File: src/hdl/assert_macros.svh
// ---------------------------------------------------------------------------
// assert_macros.svh
// Shared assertion macros for the 6502 address mode unit RTL.
// ---------------------------------------------------------------------------
`ifndef ASSERT_MACROS_SVH
`define ASSERT_MACROS_SVH

`ifndef NO_ASSERTIONS
// Clocked check, off while reset is asserted (active-low reset)
`define ASSERT_CLK(label, clk, rstn, prop, msg) \
    label: assert property (@(posedge clk) disable iff (!rstn) prop) else $error(msg);
// Clocked check that also holds during reset
`define ASSERT_ALWAYS(label, clk, prop, msg) \
    label: assert property (@(posedge clk) prop) else $error(msg);
`else
`define ASSERT_CLK(label, clk, rstn, prop, msg)
`define ASSERT_ALWAYS(label, clk, prop, msg)
`endif

`endif

File: src/hdl/cau_pkg.sv
// ---------------------------------------------------------------------------
// cau_pkg
// Types, opcode constants and payload layout for the 6502 address mode unit.
// ---------------------------------------------------------------------------
package cau_pkg;

    localparam int ByteW  = 8;
    localparam int AddrW  = 16;
    localparam int ModeW  = 4;
    localparam int KindW  = 2;

    // Stream payload widths (whole bytes)
    localparam int InDataW  = 72;
    localparam int OutDataW = 72;

    // Opcodes with their own decode rules
    localparam logic [ByteW-1:0] OP_JSR       = 8'h20;
    localparam logic [ByteW-1:0] OP_JMP_IND   = 8'h6C;
    localparam logic [ByteW-1:0] OP_STX_ZPY   = 8'h96;
    localparam logic [ByteW-1:0] OP_LDX_ZPY   = 8'hB6;
    localparam logic [ByteW-1:0] OP_LDX_ABSY  = 8'hBE;
    localparam logic [ByteW-1:0] OP_IMP_SPLIT = 8'h7A;

    // Opcode group (cc field)
    localparam logic [1:0] CC_GROUP0 = 2'd0;
    localparam logic [1:0] CC_GROUP1 = 2'd1;
    localparam logic [1:0] CC_GROUP2 = 2'd2;

    typedef enum logic [ModeW-1:0] {
        MODE_IMP  = 4'd0,
        MODE_ACC  = 4'd1,
        MODE_IMM  = 4'd2,
        MODE_ZP   = 4'd3,
        MODE_ZPX  = 4'd4,
        MODE_ZPY  = 4'd5,
        MODE_ABS  = 4'd6,
        MODE_ABSX = 4'd7,
        MODE_ABSY = 4'd8,
        MODE_IND  = 4'd9,
        MODE_XIND = 4'd10,
        MODE_INDY = 4'd11,
        MODE_REL  = 4'd12,
        MODE_UND  = 4'd13
    } mode_t;

    typedef enum logic [KindW-1:0] {
        KIND_FINAL  = 2'd0,
        KIND_REQ    = 2'd1,
        KIND_IGNORE = 2'd2
    } kind_t;

    // Action carried in the input tuser
    localparam logic ACT_INSTR = 1'b0;
    localparam logic ACT_REPLY = 1'b1;

    typedef struct packed {
        logic              action;
        logic [ByteW-1:0]  opcode;
        logic [AddrW-1:0]  pc;
        logic [ByteW-1:0]  reg_x;
        logic [ByteW-1:0]  reg_y;
        logic [ByteW-1:0]  operand_lo;
        logic [ByteW-1:0]  operand_hi;
        logic [ByteW-1:0]  pointer_lo;
        logic [ByteW-1:0]  pointer_hi;
    } item_t;

    typedef struct packed {
        kind_t             kind;
        mode_t             mode;
        logic [AddrW-1:0]  eff_addr;
        logic [AddrW-1:0]  next_pc;
        logic [AddrW-1:0]  read_addr_lo;
        logic [AddrW-1:0]  read_addr_hi;
    } result_t;

endpackage

File: src/hdl/cau_decode.sv
// ---------------------------------------------------------------------------
// cau_decode
// Opcode to addressing mode decode from the aaabbbcc fields.
// ---------------------------------------------------------------------------
module cau_decode
    import cau_pkg::*;
(
    input  logic [ByteW-1:0] opcode,
    output mode_t            mode
);

    logic [1:0] cc;
    logic [2:0] bbb;

    assign cc  = opcode[1:0];
    assign bbb = opcode[4:2];

    // Map group and bbb field to a mode
    always_comb begin
        mode = MODE_UND;
        case (cc)
            CC_GROUP1: begin
                case (bbb)
                    3'd0:    mode = MODE_XIND;
                    3'd1:    mode = MODE_ZP;
                    3'd2:    mode = MODE_IMM;
                    3'd3:    mode = MODE_ABS;
                    3'd4:    mode = MODE_INDY;
                    3'd5:    mode = MODE_ZPX;
                    3'd6:    mode = MODE_ABSY;
                    default: mode = MODE_ABSX;
                endcase
            end
            CC_GROUP2: begin
                case (bbb)
                    3'd0:       mode = MODE_IMM;
                    3'd1:       mode = MODE_ZP;
                    3'd2, 3'd6: mode = (opcode > OP_IMP_SPLIT) ? MODE_IMP : MODE_ACC;
                    3'd3:       mode = MODE_ABS;
                    3'd5: begin
                        mode = (opcode == OP_LDX_ZPY || opcode == OP_STX_ZPY)
                               ? MODE_ZPY : MODE_ZPX;
                    end
                    3'd7:       mode = (opcode == OP_LDX_ABSY) ? MODE_ABSY : MODE_ABSX;
                    default:    mode = MODE_UND;
                endcase
            end
            CC_GROUP0: begin
                if (opcode == OP_JSR) begin
                    mode = MODE_ABS;
                end else if (opcode == OP_JMP_IND) begin
                    mode = MODE_IND;
                end else begin
                    case (bbb)
                        3'd0:       mode = MODE_IMM;
                        3'd1:       mode = MODE_ZP;
                        3'd2, 3'd6: mode = MODE_IMP;
                        3'd3:       mode = MODE_ABS;
                        3'd4:       mode = MODE_REL;
                        3'd5:       mode = MODE_ZPX;
                        default:    mode = MODE_ABSX;
                    endcase
                end
            end
            default: mode = MODE_UND;
        endcase
    end

endmodule

File: src/hdl/cau_exec.sv
// ---------------------------------------------------------------------------
// cau_exec
// Address formation and pending pointer-fetch state for one item.
// ---------------------------------------------------------------------------
`include "assert_macros.svh"

module cau_exec
    import cau_pkg::*;
(
    input  logic    aclk,
    input  logic    aresetn,
    input  logic    advance,
    input  item_t   item,
    output result_t res
);

    mode_t             dec_mode;
    logic [AddrW-1:0]  abs_val;
    logic [AddrW-1:0]  pc_inc1;
    logic [AddrW-1:0]  pc_inc2;
    logic [ByteW-1:0]  zp_x;
    logic [ByteW-1:0]  zp_y;
    logic [ByteW-1:0]  zp_x_inc;
    logic [ByteW-1:0]  zp_lo_inc;
    logic [AddrW-1:0]  rel_ofs;

    logic              pending_reg,      pending_next;
    mode_t             pending_mode_reg, pending_mode_next;
    logic [ByteW-1:0]  pending_y_reg,    pending_y_next;
    logic [AddrW-1:0]  pending_npc_reg,  pending_npc_next;

    cau_decode u_decode (
        .opcode (item.opcode),
        .mode   (dec_mode)
    );

    // Shared address terms
    assign abs_val   = {item.operand_hi, item.operand_lo};
    assign pc_inc1   = item.pc + AddrW'(1);
    assign pc_inc2   = item.pc + AddrW'(2);
    assign zp_x      = item.operand_lo + item.reg_x;
    assign zp_y      = item.operand_lo + item.reg_y;
    assign zp_x_inc  = zp_x + ByteW'(1);
    assign zp_lo_inc = item.operand_lo + ByteW'(1);
    assign rel_ofs   = {{ByteW{item.operand_lo[ByteW-1]}}, item.operand_lo};

    // Form the result and the next pending state
    always_comb begin
        res.kind         = KIND_FINAL;
        res.mode         = MODE_IMP;
        res.eff_addr     = '0;
        res.next_pc      = '0;
        res.read_addr_lo = '0;
        res.read_addr_hi = '0;

        pending_next      = pending_reg;
        pending_mode_next = pending_mode_reg;
        pending_y_next    = pending_y_reg;
        pending_npc_next  = pending_npc_reg;

        if (item.action == ACT_REPLY) begin
            if (pending_reg) begin
                res.mode     = pending_mode_reg;
                res.eff_addr = {item.pointer_hi, item.pointer_lo}
                               + {{ByteW{1'b0}}, pending_y_reg};
                res.next_pc  = pending_npc_reg;
                pending_next = 1'b0;
            end else begin
                res.kind = KIND_IGNORE;
            end
        end else begin
            pending_next = 1'b0;
            res.mode     = dec_mode;
            res.next_pc  = item.pc;
            case (dec_mode)
                MODE_IMM: begin
                    res.eff_addr = item.pc;
                    res.next_pc  = pc_inc1;
                end
                MODE_ZP: begin
                    res.eff_addr = {{ByteW{1'b0}}, item.operand_lo};
                    res.next_pc  = pc_inc1;
                end
                MODE_ZPX: begin
                    res.eff_addr = {{ByteW{1'b0}}, zp_x};
                    res.next_pc  = pc_inc1;
                end
                MODE_ZPY: begin
                    res.eff_addr = {{ByteW{1'b0}}, zp_y};
                    res.next_pc  = pc_inc1;
                end
                MODE_ABS: begin
                    res.eff_addr = abs_val;
                    res.next_pc  = pc_inc2;
                end
                MODE_ABSX: begin
                    res.eff_addr = abs_val + {{ByteW{1'b0}}, item.reg_x};
                    res.next_pc  = pc_inc2;
                end
                MODE_ABSY: begin
                    res.eff_addr = abs_val + {{ByteW{1'b0}}, item.reg_y};
                    res.next_pc  = pc_inc2;
                end
                MODE_REL: begin
                    res.eff_addr = pc_inc1 + rel_ofs;
                    res.next_pc  = pc_inc1;
                end
                MODE_IND: begin
                    // JMP indirect reads the pointer linearly
                    res.kind         = KIND_REQ;
                    res.next_pc      = pc_inc2;
                    res.read_addr_lo = abs_val;
                    res.read_addr_hi = abs_val + AddrW'(1);
                    pending_y_next   = '0;
                end
                MODE_XIND: begin
                    res.kind         = KIND_REQ;
                    res.next_pc      = pc_inc1;
                    res.read_addr_lo = {{ByteW{1'b0}}, zp_x};
                    res.read_addr_hi = {{ByteW{1'b0}}, zp_x_inc};
                    pending_y_next   = '0;
                end
                MODE_INDY: begin
                    res.kind         = KIND_REQ;
                    res.next_pc      = pc_inc1;
                    res.read_addr_lo = {{ByteW{1'b0}}, item.operand_lo};
                    res.read_addr_hi = {{ByteW{1'b0}}, zp_lo_inc};
                    pending_y_next   = item.reg_y;
                end
                default: begin
                    res.eff_addr = '0;
                end
            endcase
            if (res.kind == KIND_REQ) begin
                pending_next      = 1'b1;
                pending_mode_next = dec_mode;
                pending_npc_next  = res.next_pc;
            end
        end
    end

    // Hold the pending flag; update only when a beat moves through
    always_ff @(posedge aclk) begin
        if (!aresetn) begin
            pending_reg <= 1'b0;
        end else if (advance) begin
            pending_reg <= pending_next;
        end
    end

    // Pending payload
    always_ff @(posedge aclk) begin
        if (advance) begin
            pending_mode_reg <= pending_mode_next;
            pending_y_reg    <= pending_y_next;
            pending_npc_reg  <= pending_npc_next;
        end
    end

    `ASSERT_CLK(a_req_sets_pending, aclk, aresetn, (advance && res.kind == KIND_REQ) |=> pending_reg, "pointer request did not arm pending state")
    `ASSERT_CLK(a_ignore_only_idle, aclk, aresetn, (advance && res.kind == KIND_IGNORE) |-> (!pending_reg && item.action == ACT_REPLY), "reply ignored while a request was pending")
    `ASSERT_CLK(a_req_mode, aclk, aresetn, (advance && res.kind == KIND_REQ) |-> (res.mode == MODE_IND || res.mode == MODE_XIND || res.mode == MODE_INDY), "pointer request for a direct mode")
    `ASSERT_CLK(a_final_no_read, aclk, aresetn, (advance && res.kind != KIND_REQ) |-> (res.read_addr_lo == '0 && res.read_addr_hi == '0), "read address set outside a request")

endmodule

File: src/hdl/cpu6502_address_mode_unit.sv
// ---------------------------------------------------------------------------
// cpu6502_address_mode_unit
// 6502 addressing mode decode and effective address formation.
// ---------------------------------------------------------------------------
// Usage:
//   The s_axis channel carries one beat per instruction (tuser = 0) or per
//   pointer reply (tuser = 1). An instruction beat gives opcode, pc, X, Y and
//   the operand bytes; the m_axis channel returns one beat per input beat with
//   the mode, effective address and next pc. Indirect modes return a pointer
//   read request (kind 1) with the two byte addresses; a later reply beat
//   carries the pointer bytes and produces the final result. A reply with no
//   request pending returns kind 2 with all fields zero.
//   An accepted beat passes through the input register, the decode and
//   address adders and the result register before it is valid on m_axis.
//   Throughput is one beat per cycle while m_axis does not stall. A stalled
//   m_axis holds the result; the input register keeps taking a beat as long
//   as the result register can drain into the output.
//   Reset clears both valid flags and the pending request.
// ---------------------------------------------------------------------------
module cpu6502_address_mode_unit
    import cau_pkg::*;
(
    input  logic                aclk,
    input  logic                aresetn,
    // Input stream
    input  logic                s_axis_tvalid,
    output logic                s_axis_tready,
    // opcode[7:0], pc[23:8], reg_x[31:24], reg_y[39:32], operand_lo[47:40],
    // operand_hi[55:48], pointer_lo[63:56], pointer_hi[71:64]
    input  logic [InDataW-1:0]  s_axis_tdata,
    // action[0]
    input  logic                s_axis_tuser,
    // Result stream
    output logic                m_axis_tvalid,
    input  logic                m_axis_tready,
    // mode[3:0], eff_addr[19:4], next_pc[35:20], read_addr_lo[51:36],
    // read_addr_hi[67:52], zero fill[71:68]
    output logic [OutDataW-1:0] m_axis_tdata,
    // kind[1:0]
    output logic [KindW-1:0]    m_axis_tuser
);

    localparam int FillW = OutDataW - ModeW - 4 * AddrW;

    logic    in_valid_reg;
    item_t   in_item_reg;
    logic    out_valid_reg;
    result_t out_res_reg;
    result_t exec_res;
    logic    out_free;
    logic    advance;

    // Pipeline handshake
    assign out_free      = !out_valid_reg || m_axis_tready;
    assign advance       = in_valid_reg && out_free;
    assign s_axis_tready = !in_valid_reg || out_free;

    // Input register valid
    always_ff @(posedge aclk) begin
        if (!aresetn) begin
            in_valid_reg <= 1'b0;
        end else if (s_axis_tready) begin
            in_valid_reg <= s_axis_tvalid;
        end
    end

    // Unpack and hold the input beat
    always_ff @(posedge aclk) begin
        if (s_axis_tvalid && s_axis_tready) begin
            in_item_reg.action     <= s_axis_tuser;
            in_item_reg.opcode     <= s_axis_tdata[7:0];
            in_item_reg.pc         <= s_axis_tdata[23:8];
            in_item_reg.reg_x      <= s_axis_tdata[31:24];
            in_item_reg.reg_y      <= s_axis_tdata[39:32];
            in_item_reg.operand_lo <= s_axis_tdata[47:40];
            in_item_reg.operand_hi <= s_axis_tdata[55:48];
            in_item_reg.pointer_lo <= s_axis_tdata[63:56];
            in_item_reg.pointer_hi <= s_axis_tdata[71:64];
        end
    end

    cau_exec u_exec (
        .aclk    (aclk),
        .aresetn (aresetn),
        .advance (advance),
        .item    (in_item_reg),
        .res     (exec_res)
    );

    // Result register valid
    always_ff @(posedge aclk) begin
        if (!aresetn) begin
            out_valid_reg <= 1'b0;
        end else if (out_free) begin
            out_valid_reg <= in_valid_reg;
        end
    end

    // Capture the result beat
    always_ff @(posedge aclk) begin
        if (advance) begin
            out_res_reg <= exec_res;
        end
    end

    // Pack the result beat
    assign m_axis_tvalid = out_valid_reg;
    assign m_axis_tuser  = out_res_reg.kind;
    assign m_axis_tdata  = {{FillW{1'b0}},
                            out_res_reg.read_addr_hi,
                            out_res_reg.read_addr_lo,
                            out_res_reg.next_pc,
                            out_res_reg.eff_addr,
                            out_res_reg.mode};

endmodule
File: config.mk
export PLATFORM = sky130hd
export DESIGN_NAME = cpu6502_address_mode_unit
export DESIGN_NICKNAME = d
export VERILOG_FILES = /design/src/hdl/cau_pkg.sv /design/src/hdl/cau_decode.sv /design/src/hdl/cau_exec.sv /design/src/hdl/cpu6502_address_mode_unit.sv
export VERILOG_INCLUDE_DIRS = /design/src /design/src/hdl
export SDC_FILE = /design/constraint.sdc
export NUM_CORES = 1
export LEC_CHECK = 0
export BUFFER_PORTS_ARGS = -buffer_cell sky130_fd_sc_hd__buf_2
export CAP_MARGIN = 20
export CORE_MARGIN = 3
export CORE_UTILIZATION = 40
export CTS_BUF_LIST = sky130_fd_sc_hd__clkbuf_8
export DETAILED_ROUTE_END_ITERATION = 10
export GPL_ROUTABILITY_DRIVEN = 1
export GPL_TIMING_DRIVEN = 1
export HOLD_SLACK_MARGIN = 0.03
export PLACE_DENSITY_LB_ADDON = 0.1
export SKIP_LAST_GASP = 1
export SLEW_MARGIN = 10
export SYNTH_ARGS = -nofsm -noshare
export SYNTH_HDL_FRONTEND = slang
export SYNTH_SLANG_ARGS = --single-unit
File: constraint.sdc
create_clock -name aclk -period 9.5 [get_ports aclk]
set_input_delay 0.475 -clock aclk [delete_from_list [all_inputs] [get_ports aclk]]
set_output_delay 0.475 -clock aclk [all_outputs]
set_load 0.03 [all_outputs]
* Word-level counts from Yosys, hierarchy flattened
Cells that the tools add are included.
** Cells by class
- $add $sub $neg :: 11
- Multiply operators :: 0
- Div/mod/pow operators :: 0
- Magnitude comparators :: 1
- Equality and inequality tests :: 26
- Shift-type cells :: 0
- Muxes and demuxes :: 20
- Bitwise gates (word level) :: 1
- Reduce and logical (&&, ||, !) cells :: 17
** Operators by type and width (number)
- $pmux 16 s8 :: 1
- $pmux 32 s3 :: 1
- $add 16x8->16 :: 3
- $pmux 4 s6 :: 2
- $mux 38 :: 1
- $mux 36 :: 1
- $add 16x1->16 const B :: 2
- $pmux 16 s2 :: 1
- $pmux 4 s7 :: 1
- $eq 8x8->1 const B :: 3
- $eq 4x4->1 const B :: 5
- $add 16x16->16 :: 1
- $add 16x2->16 const B :: 1
- $add 8x1->8 const B :: 2
- $add 8x8->8 :: 2
- $eq 4x3->1 const B :: 4
- $pmux 8 s2 :: 1
- $eq 3x3->1 const B :: 4
- $mux 4 :: 3
- $pmux 4 s3 :: 1
- $eq 4x2->1 const B :: 2
- $eq 8x6->1 const B :: 1
- $eq 8x7->1 const B :: 1
- $gt 8x7->1 const B :: 1
- other kinds (18) :: 31
** Word-level totals
- Register bits after elaboration :: 174
- Latch bits :: 0
- RAM bits :: 0
- Memory bits (read-only) :: 0
- Input port bits :: 77
- Word-level logic and storage cells :: 97
- Memories :: 0

* Longest topological paths before layout
Gate-level depths: netlist (run 1).
- Depth after elaboration :: 13
- Mapped depth :: 19
- Depth with buffers taken out :: 18

* Modules after synthesis
A second synthesis (run 1) with hierarchy kept.
** Unflattened totals
- Cells, all modules :: 918
- Area, all modules :: 10274.9 um2
** Modules (own cells, without submodules)
- cau_exec :: instances 1, cells each 714, area an instance 5529.1 um2
- cpu6502_address_mode_unit :: instances 1, cells each 157, area an instance 4431.8 um2
- cau_decode :: instances 1, cells each 47, area an instance 314.1 um2

* Least setup slack after synthesis (run 1)
No wires, ideal clock.
- Path type :: register to register
- From :: register in_item_reg[71] (netlist name)
- To :: register out_res_reg (netlist bit m_axis_tdata[15]) (data pin)
- Setup time :: 0.271 ns
- Data arrival time :: 3.891 ns
- Required time :: 9.229 ns
- Slack :: 5.338 ns
- Cell stages (with the launch flop) :: 16
- Cell sequence :: edfxtp_1 nand4bb_4 o311ai_4 inv_4 nor3_2 nand2_1 mux2_2 ha_1 a21oi_1 o21ai_0 o21a_1 o21ai_0 nor2_1 xor2_1 a222oi_1 o221ai_1
** RTL lines
- end signal, assigned :: line cpu6502_address_mode_unit.sv:102 : out_res_reg <= exec_res;
- end, declared :: line cpu6502_address_mode_unit.sv:48 : result_t out_res_reg;

==> results of run 1 <==
==> cell type report <==
cell class	count	area, sq um
fill	2429	13600
multi-input combinational	719	5050
sequential	174	5190
timing repair buffer	155	793
clock buffer	17	234
clock inverter	15	161
tap	330	413
inverter	33	126
==> metal layers <==
| metal | part of all wire (%) | up-vias | wire length, microns |
|---|---|---|---|
| li1 | - | 3935 | - |
| met1 | 44 | 3893 | 13200 |
| met5 | 0 | - | 0 |
| met4 | 1.6 | 0 | 477 |
| met3 | 5.8 | 29 | 1730 |
| met2 | 48 | 268 | 14400 |
==> power by group through the flow <==
stage	sequential (mW)	combinational, mW	clock [mW]
floorplan	0.962	0.268	0
global placement	0.952	0.393	0
detailed placement	0.951	0.394	0
finish	0.934	0.399	0.540
global route	0.939	0.439	0.581
CTS	0.934	0.397	0.553
==> worst max-delay path, stage by stage (launching register included) <==
cell	delay, ns
sky130_fd_sc_hd__edfxtp_1	0.58
sky130_fd_sc_hd__nand4bb_4	0.34
sky130_fd_sc_hd__o311ai_4	0.52
sky130_fd_sc_hd__inv_4	0.17
sky130_fd_sc_hd__nor3_2	0.40
sky130_fd_sc_hd__nand2_1	0.37
sky130_fd_sc_hd__mux2_2	0.40
sky130_fd_sc_hd__ha_1	0.31
sky130_fd_sc_hd__a21oi_1	0.21
sky130_fd_sc_hd__o21ai_0	0.13
sky130_fd_sc_hd__o21a_1	0.20
sky130_fd_sc_hd__o21ai_0	0.60
sky130_fd_sc_hd__xnor2_1	0.14
sky130_fd_sc_hd__a222oi_1	0.32
sky130_fd_sc_hd__a21boi_0	0.24
sky130_fd_sc_hd__o22ai_1	0.10
==> worst max path at each step <==
| stage | start | end | cells past startpoint |
|---|---|---|---|
| floorplan | in_item_reg[71] | m_axis_tdata[15] | 15 |
| global placement | in_item_reg[68] | m_axis_tdata[15] | 15 |
| detailed placement | in_item_reg[68] | m_axis_tdata[19] | 15 |
| CTS | in_item_reg[68] | m_axis_tdata[19] | 15 |
| global route | in_item_reg[68] | m_axis_tdata[13] | 15 |
| finish | in_item_reg[68] | m_axis_tdata[13] | 15 |
==> through the flow <==
step | area [sq um] | worst slack, ns | hold slack (ns)
after detailed placement | 11600 | 4.30 | 0.518
after CTS | 12000 | 4.28 | 0.141
after floorplan | 10600 | 5.34 | 0.485
after global placement | 11600 | 4.52 | 0.519
final | 12000 | 4.22 | 0.169
after global routing | 12000 | 3.71 | 0.141
==> cell families (layout without fill, tap and decap cells) <==
family          count (synthesis)  after routing  share of synthesized area (%)
simple gates                  311            311                           14.9
compound gates                240            240                           16.2
flops                         174            174                           49.0
xor+xnor                       90             90                           7.43
buf+inv                        85            220                           3.54
fa+ha+maj                      57             57                           7.08
mux                            17             17                           1.83
other cells                     1              4                         0.0354
==> cells in the final DEF, fill, tap and decap left out, drive strengths merged, types with 5 or more instances in the layout <==
cell / count
fa: 5
and3: 13
nor3: 33
a221oi: 5
or3: 15
inv: 40
a21o: 13
nor2b: 14
o211ai: 10
a22oi: 6
edfxtp: 171
o22ai: 15
ha: 52
nor2: 54
clkinv: 5
nand3: 37
and2: 20
a21oi: 51
mux2: 9
o21a: 9
nand2b: 8
xnor2: 47
nand4: 13
buf: 154
a22o: 14
a211oi: 17
a222oi: 5
o21ai: 41
nand2: 83
o221ai: 9
clkbuf: 18
xor2: 43
mux2i: 8
==> results.txt, run 1 <==
The flow ran to the end, and the final reports show no timing, DRC or antenna violations. Per report_power, the combinational group accounts for 21.3% of the total. In this run the post-CTS setup repair buffer count came out at 0. The number of antenna diodes in the final layout is 0. Setup violations remaining at the end of the flow were counted as 0. The period utilization is 55.6%. Input and output buffers added on the ports amount to 148. Predominant post-synthesis flop cell: sky130_fd_sc_hd__edfxtp_1. The arrival time at the worst endpoint was 5.49 ns. Across the run, the number of max-cap violations was 0. Post-route total power: 1.87 mW. The die outline height was 169 microns; the cell count after placement was 1,410. The run gives 1,234 as the final layout net count.

In the synthesized netlist, the number of instances is 975. Clock latency on the worst-skew pair, taken at its later pin, is 0.47 ns. Summed over all nets, the half-perimeter wirelength after detailed placement is 21,900 microns. The slew of the pin with the lowest slew margin works out to 0.980 ns. The clock transition time at the flip-flop clock pins of the worst setup and hold paths was 0.10 ns.

During I/O placement, the number of pins put on the boundary was 153. Cells fill 46.8% of the core in the end. The clock network fraction of total power is 28.8%. The kind of critical path was reg -> reg.

Capture endpoint of the worst hold path: in_item_reg[43]. Dividing the detail-routed wire length by the instance count gives 20.6 microns. For the final hold violation count, the log shows 0. The top-area cell type share of the netlist area came out at 48.4%.

For the worst setup path, the data required time is 9.71 ns. Number of library cell types mapped by synthesis: 81. The logs give 0 for the total global routing overflow and 25,600 sq um for the placeable core region. Number of antenna violations at the first check in global routing: 0. The power density relative to cell area came out at 156 nW/um^2. The async set-or-reset flop fraction in the synthesized netlist was 0%; the post-synthesis register bit count was 174. The reg2reg setup slack was 4.22 ns. Setup repair after global routing left no endpoint under its margin. The min-delay analysis places its worst path in the category in -> reg.

The number of clock buffers added by TritonCTS is 17. The logs give 0 for the number of max-slew violations in the final report and 6 for the first-pass detailed-route iteration total. After clock tree synthesis, the repair step resized 0 gates. The vias per cell was 5.63; the mean instance size in the synthesized netlist was 10.9 sq um. For met3 alone, demand over resource in global routing was 3.20%. Static timing analysis puts the maximum clock frequency at 0.189 GHz. Summing every instance area after synthesis gives 10,600 sq um. Global routing consumed, on the met1 layer, 28.4% of the routing resources. Flip-flop count of the largest register, all copies and words added: 73.

The worst register-to-register path ends at m_axis_tdata[13]. The element type at the critical path start was a register. During synthesis, Yosys emitted a total of 0 warnings. In this run the remaining antenna-violating nets after routing total 0.

STA classifies the critical path endpoint as a register. Of all nets on the critical path, the largest fanout is 13. At the end of routability-driven placement, the weighted congestion stood at 0.926. The switching part of the total power is 31.9%, and the global-route met2 utilization is 34.9%.

The tools report the maximum number of pins on one net before global-route repair as 74. TritonCTS built the clock tree. The clock skew after layout is 0.0162 ns. Largest buffer count on any clock path: 2. Die outline area: 28,500 sq um.

Detailed routing inserted a total of 8,125 vias. The run gives 0 as the DRC violation count after routing. Summed over all instances, the cell type with the most area after synthesis is sky130_fd_sc_hd__edfxtp_1. Internal power comes to 1.28 mW. Measured in cells, the most critical reg-to-reg path has a length of 15. VDD sags by at most 0.0884 mV. Headroom to the max-slew limit came out at 34.1%. The growth of design area from synthesis to finish was 12.9%. Reg-to-reg critical path startpoint: in_item_reg[68].

For this block, the initial DRC count from the detailed router was 758. The root buffer cell chosen for the clock tree is sky130_fd_sc_hd__clkbuf_8. After global routing, the most crowded layer is met2.

In this run, flip-flops and latches consume 49.9% of the power. The leakage component of the power is 4.51 nW. Summed over all nets, the switching power comes to 0.597 mW. The total routing resource utilization after global routing was 20.9%. By count the netlist is led by sky130_fd_sc_hd__edfxtp_1 (171), sky130_fd_sc_hd__nand2_1 (83), sky130_fd_sc_hd__nor2_1 (53). The cell count of the worst hold path is 1. The clock tree synthesis step divided the H-tree into 4 levels. The synthesized design contains 171 enable-type register cells. Measured along the x axis, the die boundary spans 169 microns.

Yosys attributes the largest share of cell area to sky130_fd_sc_hd__edfxtp_1 (48%), sky130_fd_sc_hd__ha_1 (6.1%), sky130_fd_sc_hd__xnor2_1 (3.9%), sky130_fd_sc_hd__xor2_1 (3.6%), sky130_fd_sc_hd__nand2_1 (2.9%). For the final wirelength, the log shows 29,800 microns. The finished layout holds 1,443 standard cells, fillers aside. The most common cell in the synthesized netlist is sky130_fd_sc_hd__edfxtp_1. The clock sink total came out at 174. The number of global-route vias before repair is 7,874. The floorplan has 58 rows.

In the final layout, the share of cells above drive strength 1 is 19.8%. The initial standard-cell utilization of the core is 41.4%. The first global-routing pass estimated 45,600 microns of wire.

After clock tree synthesis, the flow added hold-fix buffers numbering 0. The tools report the startpoint of the lowest-slack hold path as s_axis_tdata[27]. After layout, the minimum clock period comes to 5.28 ns. Summing the sequential cell areas from Yosys gives 49.0% of the chip area.

Adding up every negative setup slack in the final design gives 0 ns.
Power figures use the tool's default switching activity.
==> run 2, diff against run 1 <==
--- a/config.mk
+++ b/config.mk
@@ -6,6 +6,7 @@
 export SDC_FILE = /design/constraint.sdc
 export NUM_CORES = 1
 export LEC_CHECK = 0
+export ABC_AREA = 1
 export BUFFER_PORTS_ARGS = -buffer_cell sky130_fd_sc_hd__buf_2
 export CAP_MARGIN = 20
 export CORE_MARGIN = 3
==> constraint.sdc (replaced) <==
create_clock -name aclk -period 4.8 [get_ports aclk]
set_input_delay 0.24 -clock aclk [delete_from_list [all_inputs] [get_ports aclk]]
set_output_delay 0.24 -clock aclk [all_outputs]
set_load 0.03 [all_outputs]
==> run 2 against run 1 <==
  * First-iteration DRC count decreased by 4.6%
  * Count of clock-buffer cells in the layout unchanged
  * Total power increased by 110%
  * Area after synthesis increased by 2.2%
  * Highest routed layer unchanged
==> results.txt, run 2 <==
Predominant post-synthesis flop cell: sky130_fd_sc_hd__edfxtp_1. The period utilization is 87.0% (+31 points). The number of cell rows was 59 (+1.7%).

The mean instance size in the synthesized netlist was 8.53 sq um (-22%). The wire length of the first global-routing pass is 49,300 microns (+8.0%), and the final estimated routing congestion in global placement is 0.901 (-2.7%). The cell with the largest stage delay on the worst path is sky130_fd_sc_hd__edfxtp_1. The total standard cell area after synthesis is 10,800 sq um (+2.2%), and the placeable core region is 26,400 sq um (+2.9%). The number of gates resized after CTS was 0 (unchanged).

The tools report the clock latency on the worst-skew pair as 0.49 ns (+0.02 ns). The logs give 0 (unchanged) for the final hold violation count and 0.246 mV (+180%) for the worst vdd rail ir drop. The logs give 1,631 (+32%) for the final layout net count and 153 (unchanged) for the number of top-level pins. The footprint of the flip-flops and latches came out at 5190 sq um (unchanged).

The minimum setup slack after placement was 0.633 ns (-3.67 ns); the total number of yosys warnings was 0 (unchanged). For the clock skew after layout, the log shows 0.0236 ns (+0.00745 ns). The antenna cell count is 0 (unchanged), and the number of flops mapped to enable cells by yosys is 171 (unchanged). Sorting the synthesized cells by how often they occur yields sky130_fd_sc_hd__nand2_1 (362), sky130_fd_sc_hd__edfxtp_1 (171), sky130_fd_sc_hd__inv_1 (128). The total global routing overflow is 0 (unchanged), and the number of antenna violations at the first check in global routing is 0 (unchanged).

The async set-or-reset flop fraction in the synthesized netlist is 0% (unchanged). The tools report the number of H-tree levels as 4 (unchanged). Element type at the critical path start: a register. The die outline height was 171 microns (+1.1%); the count of buffer and inverter cells on the critical path was 2 (+1). The maximum fanout along the worst path is 18 (+5), and the number of global-route vias before repair is 9,166 (+16%). The post-synthesis register bit count was 174 (unchanged); the count of port buffers added during placement was 148 (unchanged).

The maximum single-stage delay on the critical path is 0.54 ns (-0.06 ns), and the largest buffer count on any clock path is 2 (unchanged). CTS placed an instance of sky130_fd_sc_hd__clkbuf_8 at the clock tree root. The die boundary width was 171 microns (+1.1%). The largest area contributor in the synthesized netlist was sky130_fd_sc_hd__edfxtp_1.

The sequential fraction of the synthesis area came out at 47.9% (-1.1 points). The run gives 0 (unchanged) as the number of buffers inserted by post-CTS setup repair. Setup repair after global routing left no endpoint under its margin. The share of cells above drive strength 1 was 15.3% (-4.5 points); the clock sink total was 174 (unchanged).

The number of max-slew violations in the final report was 0 (unchanged); the maximum clock rate was 0.239 GHz (+26%). The post-route total power was 3.84 mW (+110%). The library cell used most frequently in the layout, excluding fill and tap cells, is sky130_fd_sc_hd__nand2_1. The type of destination of the critical path was a register. The growth of design area from synthesis to finish is 20.8%, and the vias per cell is 5.04 (-10%).

For the number of inserted filler cells in the final layout, the log shows 2,549 (+4.9%). The final routed wire length divided by cell count works out to 17.0 microns (-18%). The maximum number of pins on one net before global-route repair was 40 (-46%); the number of library cell types mapped by synthesis was 51 (-37%). The run gives 0 (unchanged) as the remaining antenna violation count. After synthesis, the cell types taking the most area are sky130_fd_sc_hd__edfxtp_1 (47%), sky130_fd_sc_hd__nand2_1 (13%), sky130_fd_sc_hd__ha_1 (6.0%), sky130_fd_sc_hd__inv_1 (4.4%), sky130_fd_sc_hd__nor2_1 (4.3%).

The top cell types in the final layout, fill and taps aside, are sky130_fd_sc_hd__nand2_1 (362), sky130_fd_sc_hd__edfxtp_1 (171), sky130_fd_sc_hd__buf_2 (148). The synthesized netlist cell count is 1,270 (+30%), and the flip-flop count of the largest register, all copies and words added is 73 (unchanged). The relative slew slack came out at 37.0% (+2.9 points). The leading cell type by number of instances after synthesis was sky130_fd_sc_hd__nand2_1.

Number of violations of the max-capacitance limit: 0 (unchanged). TritonCTS built the clock tree. The final number of setup-violating endpoints came out at 0 (unchanged). In this design, the largest share of critical-path delay is due to simple AND/OR/NAND/NOR gates. The DRC violation count after routing is 0 (unchanged), and the clock transition time at the flip-flop clock pins of the worst setup and hold paths is 0.11 ns (about the same).

The minimum clock period after layout was 4.18 ns (-1.11 ns); the setup total negative slack was 0 ns (unchanged). The required time of the worst setup path is 5.04 ns (-4.67 ns), and the top-area cell type share of the netlist area is 47.4% (-1.0 points). The leakage component of the power was 5.85 nW (+30%); the initial standard-cell utilization of the core was 41.1% (-0.27 points). The run gives 76 (+76) as the count of hold buffers inserted by post-cts repair.

The tools report the placed wire-length estimate after detailed placement as 23,700 microns (+8.6%). First-pass detailed-route iteration total: 7 (+1). The die outline area is 29,100 sq um (+2.1%). Walking the worst path, the cells encountered are inv_2 -> nand2_2 -> nor2_4 -> a21oi_1 -> nor2_2 -> nand2_4 -> nor2_4 -> nand2_2 -> o21ai_0 -> ha_1 -> inv_1 -> fa_1 -> nor2_1 -> nor2_1 -> o21ai_0 -> nand2_1 -> nor3_1 -> xor2_1 -> a21oi_1 -> nand2_1 -> nand2_1 -> nand2_1.

The combined area of the multi-input logic cells was 4980 sq um (-1.5%). The DRC violation total after the first TritonRoute iteration is 723 (-4.6%). The number of clock buffers inserted by TritonCTS is 17 (unchanged), and the detailed-route via count is 9,308 (+15%). The power density relative to cell area works out to 293 nW/um^2 (+88%).

The slew of the pin with the lowest slew margin works out to 0.944 ns (-0.0361 ns). The arrival time at the worst endpoint came out at 4.42 ns (-1.07 ns). The run gives 22.0% (+1.1 points) as the total routing resource utilization after global routing. For the worst-case setup margin in the final layout, the log shows 0.624 ns (-3.59 ns). Final wirelength: 31,400 microns (+5.4%). The flow ran to the end, and the final reports show no timing, DRC or antenna violations.

The cell that appears most often on the critical path is sky130_fd_sc_hd__nand2_1. The worst hold path belongs to the class in -> reg. The kind of critical path was reg -> reg.
run 2: changes by cell type in the layout (fill, tap and decap cells not counted), sizes merged, moves of 32 or more:
cell | before | now
nand2 | 83 | 372
a21oi | 51 | 83
xnor2 | 47 | 11
nor2 | 54 | 133
inv | 40 | 147
nand3 | 37 | 84
dlygate4sd3 | 0 | 76
run 2: power by group:
group	total, mW	internal, mW	switching (mW)	leakage [nW]
Clock	1.10	0.482	0.614	0.205
Combinational	0.903	0.308	0.595	3.99
Sequential	1.84	1.77	0.0692	1.65
run 2: path summary, 6_finish.rpt:
kind / from / end / slack, ns / cells after the start
hold / removal: s_axis_tdata[13] / in_item_reg[53] / 0.46 / 2
setup / recovery: in_item_reg[68] / m_axis_tdata[18] / 0.62 / 22
setup reg to reg: in_item_reg[68] / m_axis_tdata[18] / 0.62 / 22
hold reg to reg: u_exec.pending_npc_reg[3] / m_axis_tdata[23] / 0.51 / 2
run 2: metal layers:
metal | GRT usage (%) | vias to the layer above | routed length (microns)
met5 | 0 | - | 0
met4 | 6.17 | 0 | 555
met3 | 2.87 | 29 | 1170
met2 | 36.9 | 216 | 14800
met1 | 29.9 | 4344 | 14800
li1 | - | 4719 | -
run 2: cell type report:
| class | count | share of cell area (%) |
|---|---|---|
| Sequential cell | 174 | 39.7 |
| Multi-Input combinational cell | 932 | 38.0 |
| Timing Repair Buffer | 231 | 11.9 |
| Inverter | 141 | 4.06 |
| Tap cell | 335 | 3.20 |
| Clock buffer | 17 | 1.79 |
| Clock inverter | 15 | 1.34 |
run 2: cell families (layout without fill, tap and decap cells):
kind of cell | Yosys count | in the layout | share of synthesized area (%)
XOR/XNOR | 53 | 53 | 4.28
buffers and inverters | 167 | 404 | 6.22
adder cells (fa/ha/maj) | 57 | 57 | 6.93
flip-flops | 174 | 174 | 47.9
AO/OA/AOI/OAI | 184 | 184 | 9.46
other | 1 | 4 | 0.0346
AND/OR/NAND/NOR | 634 | 634 | 25.1
run 2: stage by stage:
step           util (%)  hold WS [ns]  instance area, sq um  std cells
5_1_grt            49.7         0.425                 13100       1845
3_3_place_gp       45.2         0.417                 11900       1737
4_1_cts            49.7         0.416                 13100       1845
6_report           49.7         0.462                 13100       1845
2_1_floorplan         -         0.339                 10800       1273
3_5_place_dp       45.2         0.418                 11900       1737
==> run 3, diff against run 2 <==
--- a/config.mk
+++ b/config.mk
@@ -9,6 +9,8 @@
 export ABC_AREA = 1
 export BUFFER_PORTS_ARGS = -buffer_cell sky130_fd_sc_hd__buf_2
 export CAP_MARGIN = 20
+export CELL_PAD_IN_SITES_DETAIL_PLACEMENT = 0
+export CELL_PAD_IN_SITES_GLOBAL_PLACEMENT = 1
 export CORE_MARGIN = 3
 export CORE_UTILIZATION = 40
 export CTS_BUF_LIST = sky130_fd_sc_hd__clkbuf_8
==> run 3 against run 2 <==
  * Cell count fell by 0.16%
  * Non-clock buffer count fell by 3
  * Clock power decreased by 11%
  * Largest power group unchanged
==> results.txt, run 3 (synthesized netlist as in run 2, its figures left out) <==
The period utilization was 84.8% (-2.2 points); the detailed-route via count was 9,265 (-0.46%). The run gives 0 (unchanged) as the number of violations of the max-capacitance limit. The run gives 0 ns (unchanged) as the setup total negative slack.

The number of clock buffers inserted by TritonCTS was 17 (unchanged); the first-pass detailed-route iteration total was 5 (-2). The wire length of the first global-routing pass is 49,500 microns (+0.48%). Kind of critical path: reg -> reg. The final estimated routing congestion in global placement was 0.897 (-0.48%); the detailed-routed wire length on met3 was 1630 microns (+39%). Relative to the synthesized area, the layout overhead comes to 20.1%. The run gives 31,400 microns (unchanged) as the final wirelength. The uppermost signal routing layer after detailed routing was met4. The share of cells above drive strength 1 is 15.3% (-0.036 points).

TritonCTS built the clock tree. The flow ran to the end, and the final reports show no timing, DRC or antenna violations. The worst-case setup margin in the final layout is 0.729 ns (+0.106 ns). The number of H-tree levels came out at 4 (unchanged). The sum of met2 wire segment lengths after detailed routing is 14,000 microns (-5.5%), and the worst hold margin is 0.0631 ns (-0.399 ns).

CTS placed an instance of sky130_fd_sc_hd__clkbuf_8 at the clock tree root. The total global routing overflow was 0 (unchanged). The final layout net count is 1,628 (-0.18%), and the clock sink total is 174 (unchanged). The number of antenna violations at the first check in global routing is 0 (unchanged), and the maximum fanout along the worst path is 18 (unchanged). The initial standard-cell utilization of the core was 41.1% (unchanged); the antenna cell count was 0 (unchanged). The worst reg2reg path depth was 24 (+9.1%); the maximum number of pins on one net before global-route repair was 71 (+78%). The power density relative to cell area was 286 nW/um^2 (-2.6%); the clock skew after layout was 0.0163 ns (-0.00737 ns).

The die outline height came out at 171 microns (unchanged). Tracing the worst setup path back leads to its startpoint at in_item_reg[64]. The worst setup path is captured at a register. Count of port buffers added during placement: 148 (unchanged).

Leaving out fill and tap cells, the most frequent cell in the layout is sky130_fd_sc_hd__nand2_1. Setup repair after global routing left no endpoint under its margin. The critical path ends at m_axis_tdata[18]. In the layout the commonest cells are sky130_fd_sc_hd__nand2_1 (362), sky130_fd_sc_hd__edfxtp_1 (171), sky130_fd_sc_hd__buf_2 (148). The clock latency on the worst-skew pair is 0.47 ns (-0.02 ns), and the vias per cell is 5.03 (-0.30%). The clock transition time at the flip-flop clock pins of the worst setup and hold paths came out at 0.11 ns (about the same). Path class of the lowest-slack min-delay path: in -> reg.

The worst setup path is launched from a register. The logs give 2 (unchanged) for the largest buffer count on any clock path and 0.800 ns (+0.167 ns) for the minimum setup slack after placement. The maximum clock rate is 0.246 GHz (+2.6%), and the number of top-level pins is 153 (unchanged). The endpoint identified for the worst register-to-register timing path is m_axis_tdata[18].

Number of cell rows: 59 (unchanged). The die boundary width was 171 microns (unchanged). The DRC violation count after routing was 0 (unchanged); the number of gates resized after CTS was 0 (unchanged). The leakage component of the power was 5.81 nW (-0.62%). For the relative slew slack, the log shows 34.0% (-3.0 points). The tools report the required time of the worst setup path as 5.03 ns (about the same). Placeable core region: 26,400 sq um (unchanged).

The arrival time at the worst endpoint was 4.30 ns (-0.12 ns). The run gives 8,980 (-2.0%) as the number of global-route vias before repair. The total routing resource utilization after global routing was 22.0% (about the same); the detailed-routing wirelength on met1 was 15,000 microns (+1.1%). The final hold violation count was 0 (unchanged); the slew of the pin with the lowest slew margin was 0.990 ns (+0.0457 ns). The number of buffers inserted by post-CTS setup repair is 0 (unchanged).

The count of hold buffers inserted by post-cts repair is 74 (-2.6%). The final number of setup-violating endpoints was 0 (unchanged); the remaining antenna violation count was 0 (unchanged). The final routed wire length divided by cell count came out at 17.0 microns (+0.16%).

The post-route total power was 3.72 mW (-3.1%); the worst vdd rail ir drop was 0.160 mV (-35%). The tools report the placed wire-length estimate after detailed placement as 23,300 microns (-1.8%). The minimum clock period after layout is 4.07 ns (-0.106 ns). Die outline area: 29,100 sq um (unchanged).

The startpoint identified for the worst register-to-register timing path is in_item_reg[64]. For the reg2reg setup slack, the log shows 0.73 ns (+0.11 ns). The number of max-slew violations in the final report is 0 (unchanged), and the flip-flop count of the largest register, all copies and words added is 73 (unchanged). The DRC violation total after the first TritonRoute iteration was 736 (+1.8%).
==> run 3: power by group <==
part	switching (mW)	total [mW]	leakage, nW	internal [mW]
logic	0.582	0.889	3.98	0.307
clock network	0.607	0.983	0.181	0.376
registers	0.0754	1.85	1.65	1.77
==> run 3: critical path, cell delays in order, from the launching register on <==
cell                       delay, ns
sky130_fd_sc_hd__edfxtp_1       0.54
sky130_fd_sc_hd__inv_2          0.10
sky130_fd_sc_hd__nand2_2        0.12
sky130_fd_sc_hd__nor2_4         0.05
sky130_fd_sc_hd__nand2_4        0.08
sky130_fd_sc_hd__nand2_1        0.06
sky130_fd_sc_hd__nand2_1        0.05
sky130_fd_sc_hd__nand2_1        0.05
sky130_fd_sc_hd__inv_2          0.07
sky130_fd_sc_hd__nand2_4        0.14
sky130_fd_sc_hd__nor2_4         0.19
sky130_fd_sc_hd__nand2_2        0.26
sky130_fd_sc_hd__o21ai_0        0.38
sky130_fd_sc_hd__inv_1          0.11
sky130_fd_sc_hd__fa_1           0.45
sky130_fd_sc_hd__nor2_1         0.12
sky130_fd_sc_hd__nor2_1         0.09
sky130_fd_sc_hd__o21ai_0        0.21
sky130_fd_sc_hd__nand2_1        0.14
sky130_fd_sc_hd__nor3_1         0.20
sky130_fd_sc_hd__xor2_1         0.10
sky130_fd_sc_hd__a21oi_1        0.13
sky130_fd_sc_hd__nand2_1        0.07
sky130_fd_sc_hd__nand2_1        0.07
sky130_fd_sc_hd__nand2_1        0.05
==> run 3: layout make-up <==
cell class	count	area, sq um
clock buffer	17	234
clock inverter	15	126
timing repair buffer	228	1530
inverter	141	532
fill	2559	13300
multi-input combinational	932	4980
sequential	174	5190
tap	335	419
==> run 3: worst min path at each step <==
stage                                  to  slack (ns)              from  depth (start not counted)
after detailed placement  in_item_reg[55]        0.42  s_axis_tdata[15]                          1
after global placement    in_item_reg[64]        0.42   s_axis_tdata[0]                          1
after global routing        m_axis_tvalid        0.05     m_axis_tready                          4
final                        in_valid_reg        0.06     s_axis_tvalid                          3
after floorplan            in_item_reg[0]        0.34  s_axis_tdata[64]                          0
after CTS                   m_axis_tvalid        0.03     m_axis_tready                          4
==> run 3: routing by layer <==
layer | vias up | track usage [%]
li1 | 4721 | -
met1 | 4223 | 31.2
met2 | 278 | 34.7
met3 | 43 | 3.47
met4 | 0 | 6.74
met5 | - | 0
==> run 3: through the flow <==
| stage | cell area (sq um) | instances | util [%] |
|---|---|---|---|
| floorplan | 10800 | 1273 | - |
| detailed placement | 11900 | 1736 | 45.2 |
| global route | 13000 | 1842 | 49.4 |
| finish | 13000 | 1842 | 49.4 |
| global placement | 11900 | 1736 | 45.2 |
| CTS | 13000 | 1842 | 49.4 |
